--- src/rtl/core/tls_pkg.sv ---
// Package for the temperature logging sequencer: word types, codes and fixed constants.
// Used by tls_ctrl, tls_datapath and temperature_logger_sequencer_core.
package tls_pkg;

   localparam int HEADER_BYTES = 22;
   localparam int STORE_DEPTH  = 20;
   localparam int STORE_IDX_W  = $clog2(STORE_DEPTH);
   localparam int HDR_IDX_W    = 5;

   localparam logic [7:0]  CMD_LEN     = 8'd31;
   localparam logic [7:0]  HEADER_TAG  = 8'h01;
   localparam logic [7:0]  HEADER_LEN  = 8'(HEADER_BYTES);
   localparam logic [15:0] HEADER_BASE = 16'(HEADER_BYTES);
   localparam logic [HDR_IDX_W-1:0] HDR_LAST = HDR_IDX_W'(HEADER_BYTES - 2);

   localparam logic [7:0] CHAR_B    = 8'h42;
   localparam logic [7:0] CHAR_A    = 8'h41;
   localparam logic [7:0] CHAR_L    = 8'h4C;
   localparam logic [7:0] CHAR_ZERO = 8'h30;
   localparam logic [7:0] CHAR_NINE = 8'h39;

   localparam int ERR_OVERFLOW = 0;
   localparam int ERR_LENGTH   = 1;

   typedef enum logic [1:0] {
      MODE_IDLE = 2'd0,
      MODE_LOG  = 2'd1,
      MODE_HOLD = 2'd2
   } mode_type;

   typedef enum logic [1:0] {
      KIND_BYTE   = 2'd0,
      KIND_WORD   = 2'd1,
      KIND_REPORT = 2'd2
   } kind_type;

   typedef enum logic [1:0] {
      ST_IDLE = 2'd0,
      ST_EXEC = 2'd1,
      ST_HDR  = 2'd2,
      ST_RPT  = 2'd3
   } state_type;

   typedef struct packed {
      logic        cmd;
      logic [7:0]  rx_byte;
      logic        end_of_command;
      logic [15:0] sample;
   } req_type;

   typedef struct packed {
      kind_type    kind;
      logic [15:0] address;
      logic [15:0] wdata;
      logic        accepted;
      mode_type    mode_now;
      logic [1:0]  error_bits;
      logic        final_res;
   } rsp_type;

   // controller -> datapath
   typedef struct packed {
      logic take;
      logic exec;
      logic hdr_load;
      logic rpt_load;
   } ctl_type;

   // datapath -> controller
   typedef struct packed {
      logic is_cmd;
      logic is_end;
      logic start_ok;
      logic slot_free;
      logic hdr_last;
   } stat_type;

endpackage

--- src/rtl/core/temperature_logger_sequencer_core.sv ---
// Top level of the temperature logging sequencer.
// Depends on tls_pkg, tls_ctrl and tls_datapath.
//
// Usage:
//  - req_ channel: one word per event. cmd=0 is an eight-second tick with a
//    sample; cmd=1 is one received command byte, end_of_command on the last.
//  - rsp_ channel: log memory writes (byte or word) and one report per
//    finished command window; final_res marks the last word of an input.
//  - Timing: an input word is taken in IDLE and executed in EXEC, which also
//    loads a tick's log write into the output register; req_ready rises again
//    once the controller is back in IDLE. A window end adds its report from
//    RPT after EXEC. A valid start command emits 21 header writes plus the
//    report, one per cycle while the output register is free, and holds the
//    input until the report is loaded. Stalls on rsp_ready delay each step.
//  - Stall: while rsp_ready is low a finished word waits in the output
//    register; the controller holds execution and header emission until the
//    register frees, and nothing is dropped. req_ready stays low meanwhile
//    except in IDLE, where the next input word is still taken.
//  - Reset: synchronous, active high. Status returns to idle, counters,
//    pointers and sticky errors clear; the receive store is not cleared.
module temperature_logger_sequencer_core #(
   parameter int RX_DEPTH = 128
) (
   input  logic              clock,
   input  logic              reset,
   input  logic              req_valid,
   output logic              req_ready,
   input  tls_pkg::req_type  req_data,
   output logic              rsp_valid,
   input  logic              rsp_ready,
   output tls_pkg::rsp_type  rsp_data
);

   tls_pkg::ctl_type  command;
   tls_pkg::stat_type status;

   // sequence each input word: execute, then header burst and report if needed
   tls_ctrl u_ctrl (
      .clock     (clock),
      .reset     (reset),
      .req_valid (req_valid),
      .req_ready (req_ready),
      .status    (status),
      .command   (command)
   );

   // hold logging state, receive store and the output register
   tls_datapath #(
      .RX_DEPTH (RX_DEPTH)
   ) u_datapath (
      .clock     (clock),
      .reset     (reset),
      .req_data  (req_data),
      .command   (command),
      .status    (status),
      .rsp_valid (rsp_valid),
      .rsp_ready (rsp_ready),
      .rsp_data  (rsp_data)
   );

   // one word in flight: ready drops right after a word is taken
   a_one_in_flight: assert property (@(posedge clock) disable iff (reset)
      (req_valid && req_ready) |=> !req_ready)
      else $error("input taken while previous word still executing");

   // accepted only appears on a report, which then shows logging status
   a_accept_report: assert property (@(posedge clock) disable iff (reset)
      (rsp_valid && rsp_data.accepted) |->
         (rsp_data.kind == tls_pkg::KIND_REPORT && rsp_data.mode_now == tls_pkg::MODE_LOG))
      else $error("accepted flag outside a logging report");

   // byte writes only come from the header burst, which a report always follows
   a_byte_not_final: assert property (@(posedge clock) disable iff (reset)
      (rsp_valid && rsp_data.kind == tls_pkg::KIND_BYTE) |-> !rsp_data.final_res)
      else $error("byte write marked as last word");

   // a final word write (a logged sample) never lands inside the header area
   a_word_above_hdr: assert property (@(posedge clock) disable iff (reset)
      (rsp_valid && rsp_data.kind == tls_pkg::KIND_WORD && rsp_data.final_res) |->
         (rsp_data.address >= tls_pkg::HEADER_BASE))
      else $error("sample write below header");

endmodule

--- src/rtl/core/tls_ctrl.sv ---
// Controller state machine of the logging sequencer.
// Depends on tls_pkg for the state, command and status types.
module tls_ctrl (
   input  logic               clock,
   input  logic               reset,
   input  logic               req_valid,
   output logic               req_ready,
   input  tls_pkg::stat_type  status,
   output tls_pkg::ctl_type   command
);

   tls_pkg::state_type state_ff, state_in;

   always_ff @(posedge clock) begin
      if (reset) begin
         state_ff <= tls_pkg::ST_IDLE;
      end else begin
         state_ff <= state_in;
      end
   end

   always_comb begin
      state_in = state_ff;
      unique case (state_ff)
         tls_pkg::ST_IDLE: begin
            if (req_valid) state_in = tls_pkg::ST_EXEC;
         end
         tls_pkg::ST_EXEC: begin
            if (status.slot_free) begin
               if (!status.is_cmd || !status.is_end) state_in = tls_pkg::ST_IDLE;
               else if (status.start_ok)            state_in = tls_pkg::ST_HDR;
               else                                 state_in = tls_pkg::ST_RPT;
            end
         end
         tls_pkg::ST_HDR: begin
            if (status.slot_free && status.hdr_last) state_in = tls_pkg::ST_RPT;
         end
         tls_pkg::ST_RPT: begin
            if (status.slot_free) state_in = tls_pkg::ST_IDLE;
         end
         default: state_in = tls_pkg::ST_IDLE;
      endcase
   end

   always_comb begin
      req_ready        = 1'b0;
      command          = '0;
      unique case (state_ff)
         tls_pkg::ST_IDLE: begin
            req_ready    = 1'b1;
            command.take = req_valid;
         end
         tls_pkg::ST_EXEC: command.exec     = status.slot_free;
         tls_pkg::ST_HDR:  command.hdr_load = status.slot_free;
         tls_pkg::ST_RPT:  command.rpt_load = status.slot_free;
         default: ;
      endcase
   end

endmodule

--- src/rtl/core/tls_datapath.sv ---
// Datapath of the logging sequencer: logging state, receive store, output register.
// Depends on tls_pkg; driven by commands from tls_ctrl.
module tls_datapath #(
   parameter int RX_DEPTH = 128
) (
   input  logic               clock,
   input  logic               reset,
   input  tls_pkg::req_type   req_data,
   input  tls_pkg::ctl_type   command,
   output tls_pkg::stat_type  status,
   output logic               rsp_valid,
   input  logic               rsp_ready,
   output tls_pkg::rsp_type   rsp_data
);

   localparam logic [7:0] RxDepth    = 8'(RX_DEPTH);
   localparam logic [7:0] StoreDepth = 8'(tls_pkg::STORE_DEPTH);

   tls_pkg::req_type  req_ff;
   tls_pkg::mode_type mode_ff, mode_in;
   logic [15:0] delay_ff, delay_in;
   logic [15:0] interval_ff, interval_in;
   logic [15:0] tick_ff, tick_in;
   logic [15:0] wp_ff, wp_in;
   logic [7:0]  rx_count_ff, rx_count_in;
   logic [1:0]  err_ff, err_in;
   logic        good_ff, good_in;
   logic        acc_ff, acc_in;
   logic [7:0]  rx_store_ff [tls_pkg::STORE_DEPTH];
   logic [tls_pkg::HDR_IDX_W-1:0] hdr_idx_ff, hdr_idx_in;
   logic        rsp_valid_ff, rsp_valid_in;
   tls_pkg::rsp_type rsp_ff, rsp_in;

   logic        byte_kept, store_we, tick_emit, start_ok;
   logic [7:0]  count_next;
   logic [15:0] tick_inc;
   logic [tls_pkg::STORE_IDX_W-1:0] hdr_rd_idx;
   logic [7:0]  b;

   assign b          = req_ff.rx_byte;
   assign byte_kept  = rx_count_ff < RxDepth;
   assign count_next = byte_kept ? rx_count_ff + 8'd1 : rx_count_ff;
   assign store_we   = command.exec && req_ff.cmd && byte_kept && (rx_count_ff < StoreDepth);
   assign tick_inc   = tick_ff + 16'd1;
   assign tick_emit  = (mode_ff == tls_pkg::MODE_LOG) && (delay_ff == 16'd0)
                       && (tick_inc >= interval_ff) && (wp_ff >= tls_pkg::HEADER_BASE);
   // bytes 0..19 were all written in a full-length window, so the running check is complete
   assign start_ok   = req_ff.cmd && req_ff.end_of_command && (count_next == tls_pkg::CMD_LEN)
                       && (mode_ff == tls_pkg::MODE_IDLE) && good_ff;
   assign hdr_rd_idx = tls_pkg::STORE_IDX_W'(hdr_idx_ff - tls_pkg::HDR_IDX_W'(2));

   assign status.is_cmd    = req_ff.cmd;
   assign status.is_end    = req_ff.end_of_command;
   assign status.start_ok  = start_ok;
   assign status.slot_free = !rsp_valid_ff || rsp_ready;
   assign status.hdr_last  = hdr_idx_ff == tls_pkg::HDR_LAST;

   assign rsp_valid = rsp_valid_ff;
   assign rsp_data  = rsp_ff;

   // running start-command check, one stored byte at a time
   always_comb begin
      good_in = good_ff;
      if (store_we) begin
         if (rx_count_ff == 8'd0) begin
            good_in = b == tls_pkg::CHAR_B;
         end else if (rx_count_ff <= 8'd14) begin
            good_in = good_ff && (b >= tls_pkg::CHAR_ZERO) && (b <= tls_pkg::CHAR_NINE);
         end else if (rx_count_ff == 8'd19) begin
            good_in = good_ff && ((b == tls_pkg::CHAR_A) || (b == tls_pkg::CHAR_L));
         end
      end
   end

   always_comb begin
      mode_in     = mode_ff;
      delay_in    = delay_ff;
      interval_in = interval_ff;
      tick_in     = tick_ff;
      wp_in       = wp_ff;
      rx_count_in = rx_count_ff;
      err_in      = err_ff;
      acc_in      = acc_ff;
      hdr_idx_in  = hdr_idx_ff;
      if (command.exec && !req_ff.cmd) begin
         tick_in = tick_inc;
         if (mode_ff == tls_pkg::MODE_LOG) begin
            if (delay_ff != 16'd0) begin
               delay_in = delay_ff - 16'd1;
               tick_in  = '0;
            end else if (tick_inc < interval_ff) begin
               tick_in = tick_inc;
            end else if (wp_ff < tls_pkg::HEADER_BASE) begin
               mode_in = tls_pkg::MODE_HOLD;
            end else begin
               wp_in   = wp_ff + 16'd2;
               tick_in = '0;
            end
         end
      end
      if (command.exec && req_ff.cmd) begin
         rx_count_in = count_next;
         if (!byte_kept) err_in[tls_pkg::ERR_OVERFLOW] = 1'b1;
         acc_in     = 1'b0;
         hdr_idx_in = '0;
         if (req_ff.end_of_command) begin
            if (count_next != tls_pkg::CMD_LEN) err_in[tls_pkg::ERR_LENGTH] = 1'b1;
            if (start_ok) begin
               acc_in      = 1'b1;
               delay_in    = {rx_store_ff[15], rx_store_ff[16]};
               interval_in = {rx_store_ff[17], rx_store_ff[18]};
               wp_in       = tls_pkg::HEADER_BASE;
               tick_in     = '0;
               mode_in     = tls_pkg::MODE_LOG;
            end
         end
      end
      if (command.hdr_load) hdr_idx_in = hdr_idx_ff + tls_pkg::HDR_IDX_W'(1);
      if (command.rpt_load) rx_count_in = '0;
   end

   // output word assembly; every word reflects state already updated by this item
   always_comb begin
      rsp_in            = rsp_ff;
      rsp_in.mode_now   = mode_in;
      rsp_in.error_bits = err_in;
      rsp_in.accepted   = 1'b0;
      rsp_in.final_res  = 1'b0;
      rsp_valid_in      = rsp_valid_ff && !rsp_ready;
      priority if (command.exec && !req_ff.cmd && tick_emit) begin
         rsp_valid_in     = 1'b1;
         rsp_in.kind      = tls_pkg::KIND_WORD;
         rsp_in.address   = wp_ff;
         rsp_in.wdata     = req_ff.sample;
         rsp_in.final_res = 1'b1;
      end else if (command.hdr_load) begin
         rsp_valid_in = 1'b1;
         priority if (hdr_idx_ff == tls_pkg::HDR_IDX_W'(0)) begin
            rsp_in.kind    = tls_pkg::KIND_BYTE;
            rsp_in.address = 16'd0;
            rsp_in.wdata   = {8'd0, tls_pkg::HEADER_TAG};
         end else if (hdr_idx_ff == tls_pkg::HDR_IDX_W'(1)) begin
            rsp_in.kind    = tls_pkg::KIND_BYTE;
            rsp_in.address = 16'd1;
            rsp_in.wdata   = {8'd0, tls_pkg::HEADER_LEN};
         end else if (hdr_idx_ff == tls_pkg::HDR_IDX_W'(2)) begin
            rsp_in.kind    = tls_pkg::KIND_WORD;
            rsp_in.address = 16'd2;
            rsp_in.wdata   = 16'd0;
         end else begin
            rsp_in.kind    = tls_pkg::KIND_BYTE;
            rsp_in.address = 16'(hdr_idx_ff) + 16'd1;
            rsp_in.wdata   = {8'd0, rx_store_ff[hdr_rd_idx]};
         end
      end else if (command.rpt_load) begin
         rsp_valid_in     = 1'b1;
         rsp_in.kind      = tls_pkg::KIND_REPORT;
         rsp_in.address   = 16'd0;
         rsp_in.wdata     = {8'd0, rx_count_ff};
         rsp_in.accepted  = acc_ff;
         rsp_in.final_res = 1'b1;
      end else begin
         rsp_in = rsp_ff;
      end
   end

   always_ff @(posedge clock) begin
      if (reset) begin
         mode_ff      <= tls_pkg::MODE_IDLE;
         delay_ff     <= '0;
         interval_ff  <= '0;
         tick_ff      <= '0;
         wp_ff        <= '0;
         rx_count_ff  <= '0;
         err_ff       <= '0;
         good_ff      <= 1'b0;
         acc_ff       <= 1'b0;
         hdr_idx_ff   <= '0;
         rsp_valid_ff <= 1'b0;
      end else begin
         mode_ff      <= mode_in;
         delay_ff     <= delay_in;
         interval_ff  <= interval_in;
         tick_ff      <= tick_in;
         wp_ff        <= wp_in;
         rx_count_ff  <= rx_count_in;
         err_ff       <= err_in;
         good_ff      <= good_in;
         acc_ff       <= acc_in;
         hdr_idx_ff   <= hdr_idx_in;
         rsp_valid_ff <= rsp_valid_in;
      end
   end

   always_ff @(posedge clock) begin
      rsp_ff <= rsp_in;
      if (command.take) req_ff <= req_data;
      if (store_we) rx_store_ff[rx_count_ff[tls_pkg::STORE_IDX_W-1:0]] <= b;
   end

endmodule

--- config.mk ---
export PLATFORM = sky130hd
export DESIGN_NAME = temperature_logger_sequencer_core
export DESIGN_NICKNAME = d
export VERILOG_FILES = /design/src/rtl/core/tls_pkg.sv /design/src/rtl/core/temperature_logger_sequencer_core.sv /design/src/rtl/core/tls_ctrl.sv /design/src/rtl/core/tls_datapath.sv
export SDC_FILE = /design/constraint.sdc
export NUM_CORES = 1
export LEC_CHECK = 0
export BUFFER_PORTS_ARGS = -buffer_cell sky130_fd_sc_hd__buf_2
export CELL_PAD_IN_SITES_DETAIL_PLACEMENT = 0
export CELL_PAD_IN_SITES_GLOBAL_PLACEMENT = 1
export CORE_AREA = 4 4 204 206
export CTS_CLUSTER_DIAMETER = 60
export DETAILED_ROUTE_END_ITERATION = 16
export DIE_AREA = 0 0 208 210
export PLACE_DENSITY_LB_ADDON = 0.15
export SYNTH_ARGS = -nofsm -noshare
export SYNTH_HDL_FRONTEND = slang
export SYNTH_SLANG_ARGS = --single-unit
--- constraint.sdc ---
create_clock -name clock -period 4.4 [get_ports clock]
set_input_delay 0.88 -clock clock [delete_from_list [all_inputs] [get_ports clock]]
set_output_delay 0.88 -clock clock [all_outputs]
set_load 0.05 [all_outputs]
==> flow_summary.toml, run 1 <==
[timing]
rsz0062_at_grt = "no"
setup_ws_ns = 0.550
slew_violations = 0
whs_ns = 0.453
final-setup-viol-count = 0
period_share_pct = 87.5
tightest_slew_ns = 1.12
finalHoldViolations = 0
fmax_mhz = 260
skew_ns = 0.0166
setup-tns-final_ns = 0
maxSlewHeadroom_pct = 25.4
fin_crit_ns = 3.85

[synth]
synth_ff_type = "edfxtp_1"
ys_seq_area_share_pct = 61.1
avgSynthCellArea_sq_um = 13.2
synth_top_family_by_area = "simple AND/OR/NAND/NOR gates"
synth_mux_area_share_pct = 8.90
synthAdderAreaFrac_pct = 2.72
async_reset_ff_share_pct = 0
synth_nets = 1108
yosys.area_share.simple_pct = 13.2
ys_types = 80
ys_ff_latch = 311
synth_edf_count = 222
netlist_top_cells_area = "edfxtp_1 (48%), dfxtp_1 (13%), mux4_2 (6.8%)"
synth_top_area_share_pct = 48.2
synth_xor_area_share_pct = 2.79
synth_top_area_cell = "edfxtp_1"
syn-instance-count = 1048
yosys_warnings = 0
synth-compound-area-share_pct = 8.34
syn_area_sq_um = 13800

[global_route]
antenna_found_initial = 0
grt_pass1_vias = 8756
grt.overflow.total = 0
grt_first_pass_wirelength_um = 55000
grt_usage_pct = 16.3
grt_max_degree = 47

[pwr]
p_clk_share_pct = 46.5
power_leakage_nw = 5.53
comb_power_share_pct = 4.3
power.density_nw_per_um2 = 410
switching_power_w = 0.00149
netSwitchingFraction_pct = 22.5
vdd_ir_drop_max_uv = 335
seq_power_share_pct = 49.2
intPower_w = 0.00513

[setup_path]
worstPathMaxFanout = 22
crit_path_start_kind = "flip-flop"
timing.rr.start = "u_datapath.tick_ff[2]$_SDFF_PP0_"
cp.arrival_ns = 4.15
cp-endpoint = "u_datapath.rsp_data[8]$_DFFE_PP_"
crit_path_start = "u_datapath.tick_ff[2]$_SDFF_PP0_"
r2r_slack_ns = 0.55
path_class = "flip-flop to flip-flop"
r2r_end = "u_datapath.rsp_data[8]$_DFFE_PP_"
end_kind = "flip-flop"
required_ns = 4.70
worstRegToRegCells = 13

[routing]
vias = 8771
first_pass_iters = 5
drcViolationCount = 0
antenna_left = 0
drt-vias-per-instance = 5.15
routedWlPerCell_um = 21.2
wirelength_um = 36100
drt_iter0_drc = 505

[floorplanning]
core_sq_um = 39600
die_x_um = 208
rows = 73
initial_core_util_pct = 34.9
die_area_sq_um = 43700
die_y_um = 210
boundaryPins = 72

[finish]
drive_above_1_share_pct = 21.0
antenna_cells = 0
final_cell_mix = "edfxtp_1 (222), nor2_1 (95), nand2_1 (87), dfxtp_1 (87), buf_2 (71)"
nNetsFinal = 1210
layoutNonFillerInstCount = 1704
stdcell_area_sq_um = 16200
final_common_cell = "edfxtp_1"
area_growth_pct = 16.9

[clocking]
insertion_delay_ns = 0.55
postCtsHoldBufs = 0
clockBufferDepth = 3
cts_tree = "done"
clk_pin_slew_ns = 0.06
cts_root_buffer = "clkbuf_16"
cts_made_buffers = 38
cts_sinks = 311
cts_setup_buffers = 0
htree_levels = 2
cts_resized = 0

[placement]
dp_slack_ns = 0.572
hpwl_um = 24800
placed_cells = 1635
gp_congestion = 0.807
place_area_sq_um = 14900
portBuffers = 71

[worst_hold_path]
holdPathStages = 2
min_path_type = "flip-flop to flip-flop"

[run_status]
outcome = "finished clean"

[flow_run]
maxCapViolCount = 0
metal layers:
metal / up-vias / global-route usage, % / part of all wire, %
met5: - / 0 / 0
met4: 0 / 4.08 / 1.9
met1: 4353 / 22.9 / 47
met2: 197 / 26.0 / 46
met3: 42 / 3.41 / 4.7
li1: 4179 / - / -
synthesized netlist by cell type, drive strengths merged (3+ instances only):
cell type and count:
mux4 48, a21oi 48, a21o 6, nor4 22, xnor2 27, o2bb2ai 4
a22oi 3, nand3 28, o211a 3, nor3 16, o21ai 26, a311oi 7
nor2b 6, a211oi 20, o31ai 7, nor3b 3, xor2 17, or4 6
edfxtp 222, or2 7, and3 4, inv 38, nand4 16, nor4b 4
nand2 87, or3 6, a211o 5, buf 23, and2 26, nand2b 8
nand4b 4, nand3b 3, mux2i 10, clkbuf 27, ha 30, a32oi 8
nor2 100, dfxtp 89
logic make-up (layout without fill, tap and decap cells):
family / after synthesis / count (layout)
simple gates: 352 / 352
flops: 311 / 311
compound gates: 163 / 163
buf+inv: 88 / 219
mux: 60 / 60
xor+xnor: 44 / 44
fa+ha+maj: 30 / 30
stage by stage:
step	total power [W]	util [%]
6_report	0.00662	40.8
5_1_grt	0.00688	40.8
4_1_cts	0.00673	40.8
3_5_place_dp	0.00361	37.6
3_3_place_gp	0.00361	37.6
2_1_floorplan	0.00348	-
area by class of cell:
class,count,area (sq um)
fillers,3741,23500
clock inverters,15,164
well taps,525,657
repair buffers,112,676
multi-input cells,649,4990
clock buffers,54,1080
inverters,38,143
flip-flops and latches,311,8450
power by group through the flow:
stage	Sequential [W]	Clock (W)	Combinational [W]
after floorplan	0.00334	0	0.000142
after global placement	0.00332	0	0.000289
after detailed placement	0.00332	0	0.000289
after CTS	0.00326	0.00318	0.000289
after global routing	0.00326	0.00331	0.000307
final	0.00326	0.00308	0.000284
worst min-delay path by stage:
stage | start | endpoint | slack [ns]
after floorplan | u_datapath.good_ff$_SDFFE_PP0P_ | u_datapath.good_ff$_SDFFE_PP0P_ | 0.43
after global placement | u_datapath.interval_ff[10]$_SDFFE_PP0P_ | u_datapath.interval_ff[10]$_SDFFE_PP0P_ | 0.44
after detailed placement | u_datapath.interval_ff[10]$_SDFFE_PP0P_ | u_datapath.interval_ff[10]$_SDFFE_PP0P_ | 0.45
after CTS | u_datapath.interval_ff[6]$_SDFFE_PP0P_ | u_datapath.interval_ff[6]$_SDFFE_PP0P_ | 0.46
after global routing | req_data[24] | u_datapath.b[7]$_DFFE_PP_ | 0.47
final | u_datapath.interval_ff[12]$_SDFFE_PP0P_ | u_datapath.interval_ff[12]$_SDFFE_PP0P_ | 0.45
sequential cells by signal (all words and copies together) (netlist names), 15 cells and up:
| register | count |
|---|---|
| u_datapath.wp_ff | 15 |
| u_datapath.tick_ff | 16 |
| u_datapath.req_ff | 16 |
| u_datapath.rx_store_ff | 160 |
| u_datapath.delay_ff | 16 |
| u_datapath.rsp_data | 40 |
| u_datapath.interval_ff | 16 |
worst max-delay path, stage by stage (launching register included):
cell and delay [ns]:
dfxtp_1 0.46, nand4_1 0.16, nor4_2 0.47, nand3_1 0.14, or2_2 0.30, nand2_1 0.07
ha_1 0.23, nand4_1 0.17, nor2_1 0.12, a2111oi_4 0.47, nand3_1 0.17, o211a_1 0.29
buf_4 0.22, a211o_1 0.32
Power figures use the tool's default switching activity.
==> run 2: changes to the inputs <==
Settings changed: CTS_BUF_LIST from default to sky130_fd_sc_hd__clkbuf_4 sky130_fd_sc_hd__clkbuf_8, PLACE_DENSITY from default to 0.57, PLACE_DENSITY_LB_ADDON 0.15 to default.
==> run 2 against run 1 <==
  * Via count grew 0.87%
  * Combinational power is essentially flat
  * Setup slack worse by 0.027 ns
  * Critical path depth is the same
  * Core utilization decreased by 0.076 points
  * Wire length rose by 0.46%
  * Clock-buffer cell count is 33 higher
  * Clock skew is 0.022 ns higher
  * First-iteration DRC count rose by 22%
  * Critical endpoint is now u_datapath.rsp_data[10]$_DFFE_PP_
==> flow_summary.toml, run 2 (synthesis gave the netlist of run 1 again) <==
[setup_path]
worstRegToRegCells = 13
path_class = "flip-flop to flip-flop"
crit_chain = "nand4_1 -> nor4_2 -> nand3_1 -> or2_2 -> nand2_1 -> ha_1 -> nand4_1 -> nor2_1 -> a2111oi_4 -> nand3_1 -> o211a_1 -> buf_4 -> a211o_1"
worstPathMaxFanout = 35
cp_num_cells = 13
required_ns = 4.79
crit_path_start_kind = "flip-flop"
critPathBufInv = 1
cp.arrival_ns = 4.27
max_stage_delay_ns = 0.48
crit_family = "simple AND/OR/NAND/NOR gates"
end_kind = "flip-flop"
crit_slowest_cell = "a2111oi_4"

[routing]
antenna_left = 0
first_pass_iters = 5
drcViolationCount = 0
drt-vias-per-instance = 5.11
top_layer_used = "met4"
wl_met3_um = 2070
met1Wirelength_um = 16000
wl_met2_um = 17500
wirelength_um = 36300
vias = 8847
drt_iter0_drc = 616
routedWlPerCell_um = 20.9

[clocking]
cts_resized = 0
cts_tree = "done"
insertion_delay_ns = 0.65
cts_sinks = 311
cts_made_buffers = 54
htree_levels = 2
clk_pin_slew_ns = 0.06
cts_setup_buffers = 0
postCtsHoldBufs = 0
cts_root_buffer = "clkbuf_8"
clockBufferDepth = 3

[finish]
seq_area_sq_um = 8450
layoutNonFillerInstCount = 1732
final_cell_mix = "edfxtp_1 (222), nor2_1 (95), nand2_1 (87), dfxtp_1 (87), buf_2 (71)"
nNetsFinal = 1221
multi_input_area_sq_um = 4990
antenna_cells = 0
fillerInstances = 3751
stdcell_area_sq_um = 16100
final_common_cell = "edfxtp_1"
area_growth_pct = 16.7
largest_reg_flops = 160
drive_above_1_share_pct = 23.4

[timing]
finalHoldViolations = 0
slew_violations = 0
maxSlewHeadroom_pct = 21.0
fin_crit_ns = 3.88
skew_ns = 0.0389
fmax_mhz = 258
rsz0062_at_grt = "no"
period_share_pct = 88.1
tightest_slew_ns = 1.18
whs_ns = 0.408
final-setup-viol-count = 0
setup-tns-final_ns = 0

[placement]
hpwl_um = 24800
gp_congestion = 0.785
place_area_sq_um = 14900
portBuffers = 71
placed_cells = 1630

[pwr]
seq_power_share_pct = 50.0
power.density_nw_per_um2 = 403
intPower_w = 0.00500
switching_power_w = 0.00150
vdd_ir_drop_max_uv = 224
comb_power_share_pct = 4.4
p_clk_share_pct = 45.6
netSwitchingFraction_pct = 23.1
power_leakage_nw = 5.56
total_power_w = 0.00650

[run_status]
outcome = "finished clean"

[floorplanning]
die_x_um = 208
boundaryPins = 72
die_area_sq_um = 43700
die_y_um = 210
core_sq_um = 39600
initial_core_util_pct = 34.9
rows = 73

[global_route]
antenna_found_initial = 0
grt_first_pass_wirelength_um = 55500
grt_max_degree = 52
grt.overflow.total = 0
grt_pass1_vias = 9058
grt_usage_pct = 16.3

[worst_hold_path]
min_path_type = "input port to flip-flop"
holdPathStages = 1

[flow_run]
maxCapViolCount = 0
==> run 2: changes by cell type in the layout (fill, tap and decap cells not counted), sizes merged <==
cell,delta
clkbuf,+33
buf,-5
clkinv,+2
clkinvlp,-2
bufinv,+1
inv,-1
==> run 2: power by group through the flow <==
stage | clock network [W] | registers, W | logic [W]
final | 0.00296 | 0.00325 | 0.000287
after global routing | 0.00319 | 0.00326 | 0.000311
after CTS | 0.00305 | 0.00325 | 0.000293
after detailed placement | 0 | 0.00332 | 0.000292
after global placement | 0 | 0.00331 | 0.000291
after floorplan | 0 | 0.00334 | 0.000142
==> run 2: worst paths after layout <==
path / start / to / slack [ns]
worst max-delay path: u_datapath.tick_ff[2]$_SDFF_PP0_ / u_datapath.rsp_data[10]$_DFFE_PP_ / 0.52
worst min-delay path: req_data[2] / u_datapath.req_ff[2]$_DFFE_PP_ / 0.41
worst max register to register: u_datapath.tick_ff[2]$_SDFF_PP0_ / u_datapath.rsp_data[10]$_DFFE_PP_ / 0.52
worst min register to register: u_datapath.interval_ff[1]$_SDFFE_PP0P_ / u_datapath.interval_ff[1]$_SDFFE_PP0P_ / 0.45
==> run 2: per-stage QoR <==
step	setup WS, ns	utilization, %
floorplan	0.181	-
global placement	0.604	37.6
detailed placement	0.529	37.6
CTS	0.547	40.7
global route	0.231	40.7
finish	0.523	40.7
==> run 2: worst reg2reg max path, cell delays in order, from the launching register on <==
cell,delay (ns)
dfxtp_1,0.46
nand4_1,0.15
nor4_2,0.47
nand3_1,0.14
or2_2,0.30
nand2_1,0.07
ha_1,0.23
nand4_1,0.18
nor2_1,0.12
a2111oi_4,0.48
nand3_1,0.16
o211a_1,0.27
buf_4,0.25
a211o_1,0.36
==> run 2: area by class of cell <==
class	count	area share, %
Clock buffer	87	6.57
Clock inverter	15	1.12
Inverter	38	0.884
Multi-Input combinational cell	649	30.9
Sequential cell	311	52.4
Tap cell	525	4.07
Timing Repair Buffer	107	4.03
==> run 2: routing by layer <==
layer / vias to the layer above / GRT usage [%]
met4: 0 / 3.92
met3: 47 / 3.82
met2: 226 / 27.0
li1: 4212 / -
met5: - / 0
met1: 4362 / 22.1
==> run 3: changes to the inputs <==
Settings changed: REMOVE_ABC_BUFFERS from default to 1.
==> run 3 against run 2 <==
  * Cell area decreased by 1.8%
  * Setup slack got worse by 0.079 ns
  * Wire length decreased by 2.5%
  * Global-route usage decreased by 0.31 points
  * Die area unchanged
==> flow_summary.toml, run 3 (synthesis gave the netlist of run 1 again) <==
[clocking]
cts_tree = "done"
postCtsHoldBufs = 0
cts_made_buffers = 53
cts_sinks = 311
cts_resized = 0
cts_setup_buffers = 0
htree_levels = 2
clk_pin_slew_ns = 0.06
cts_root_buffer = "clkbuf_8"
insertion_delay_ns = 0.64
clockBufferDepth = 3

[routing]
first_pass_iters = 5
top_layer_used = "met4"
drcViolationCount = 0
routedWlPerCell_um = 20.7
drt_iter0_drc = 420
wirelength_um = 35400
wl_met2_um = 17100
drt-vias-per-instance = 5.14
vias = 8782
wl_met3_um = 1580
met1Wirelength_um = 15800
antenna_left = 0

[global_route]
grt_pass1_vias = 9113
antenna_found_initial = 0
grt_first_pass_wirelength_um = 54600
grt.overflow.total = 0
grt_usage_pct = 16.0
grt_max_degree = 52

[setup_path]
crit_path_start_kind = "flip-flop"
required_ns = 4.77
end_kind = "flip-flop"
path_class = "flip-flop to flip-flop"
cp.arrival_ns = 4.33
worstPathMaxFanout = 35

[timing]
skew_ns = 0.0333
fmax_mhz = 253
setup-tns-final_ns = 0
maxSlewHeadroom_pct = 34.0
tightest_slew_ns = 0.979
rsz0062_at_grt = "no"
finalHoldViolations = 0
fin_crit_ns = 3.96
final-setup-viol-count = 0
period_share_pct = 89.9
slew_violations = 0

[finish]
drive_above_1_share_pct = 21.4
largest_reg_flops = 160
nNetsFinal = 1207
layoutNonFillerInstCount = 1707
final_cell_mix = "edfxtp_1 (222), nor2_1 (95), nand2_1 (87), dfxtp_1 (87), buf_2 (71)"
final_common_cell = "edfxtp_1"
antenna_cells = 0
area_growth_pct = 14.6

[floorplanning]
die_x_um = 208
rows = 73
die_y_um = 210
boundaryPins = 72
die_area_sq_um = 43700
initial_core_util_pct = 34.9
core_sq_um = 39600

[placement]
portBuffers = 71
gp_congestion = 0.812
hpwl_um = 24300
placed_cells = 1617

[pwr]
vdd_ir_drop_max_uv = 184
power_leakage_nw = 5.39
power.density_nw_per_um2 = 388

[flow_run]
maxCapViolCount = 0

[run_status]
outcome = "finished clean"

[worst_hold_path]
min_path_type = "input port to flip-flop"
run 3: cell count changes in the layout (fill, tap and decap cells not counted), sizes merged:
cell | previous run | this run
clkbuf | 87 | 73
bufinv | 3 | 2
buf | 107 | 94
clkinv | 10 | 13
run 3: final timing paths:
| path | startpoint | end | slack, ns | cells after the start |
|---|---|---|---|---|
| hold / removal | req_data[0] | u_datapath.req_ff[0]$_DFFE_PP_ | 0.44 | 1 |
| setup reg to reg | u_datapath.tick_ff[2]$_SDFF_PP0_ | u_datapath.rsp_data[7]$_DFFE_PP_ | 0.44 | 13 |
| hold reg to reg | u_datapath.interval_ff[4]$_SDFFE_PP0P_ | u_datapath.interval_ff[4]$_SDFFE_PP0P_ | 0.45 | 2 |
| setup / recovery | u_datapath.tick_ff[2]$_SDFF_PP0_ | u_datapath.rsp_data[7]$_DFFE_PP_ | 0.44 | 13 |
run 3: routing by layer:
metal  global-route usage [%]  up-vias
met4                     5.57        0
met2                     26.9      183
met3                     3.32       62
li1                         -     4182
met1                     20.8     4355
met5                        0        -
run 3: where the power goes:
part / total [W] / switching, W / internal (W)
clock: 0.00260 / 0.00116 / 0.00145
sequential: 0.00325 / 0.0000584 / 0.00319
combinational: 0.000289 / 0.000200 / 0.0000887
run 3: area by class of cell:
| type | instances | area [sq um] |
|---|---|---|
| clock buffers | 73 | 911 |
| clock inverters | 17 | 133 |
| fillers | 3805 | 23800 |
| inverters | 38 | 143 |
| multi-input cells | 649 | 4990 |
| flip-flops and latches | 311 | 8450 |
| well taps | 525 | 657 |
| repair buffers | 94 | 553 |
run 3: per-stage QoR:
stage	hold slack, ns	power (W)	worst slack (ns)	util [%]	instance area, sq um
2_1_floorplan	0.421	0.00347	0.0411	-	13600
4_1_cts	0.379	0.00625	0.398	40.0	15800
3_3_place_gp	0.443	0.00361	0.487	37.3	14800
5_1_grt	0.395	0.00639	0.0730	40.0	15800
3_5_place_dp	0.447	0.00361	0.441	37.3	14800
6_report	0.436	0.00614	0.444	40.0	15800
run 3: worst max-delay path, cell delays in order (launching register included):
cell       delay (ns)
dfxtp_1          0.44
nand4_1          0.14
nor4_2           0.45
nand3_1          0.14
or2_2            0.31
nand2_1          0.08
ha_1             0.24
nand4_1          0.17
nor2_1           0.13
a2111oi_4        0.47
nand3_1          0.17
o211a_1          0.32
buf_4            0.27
a211o_1          0.33
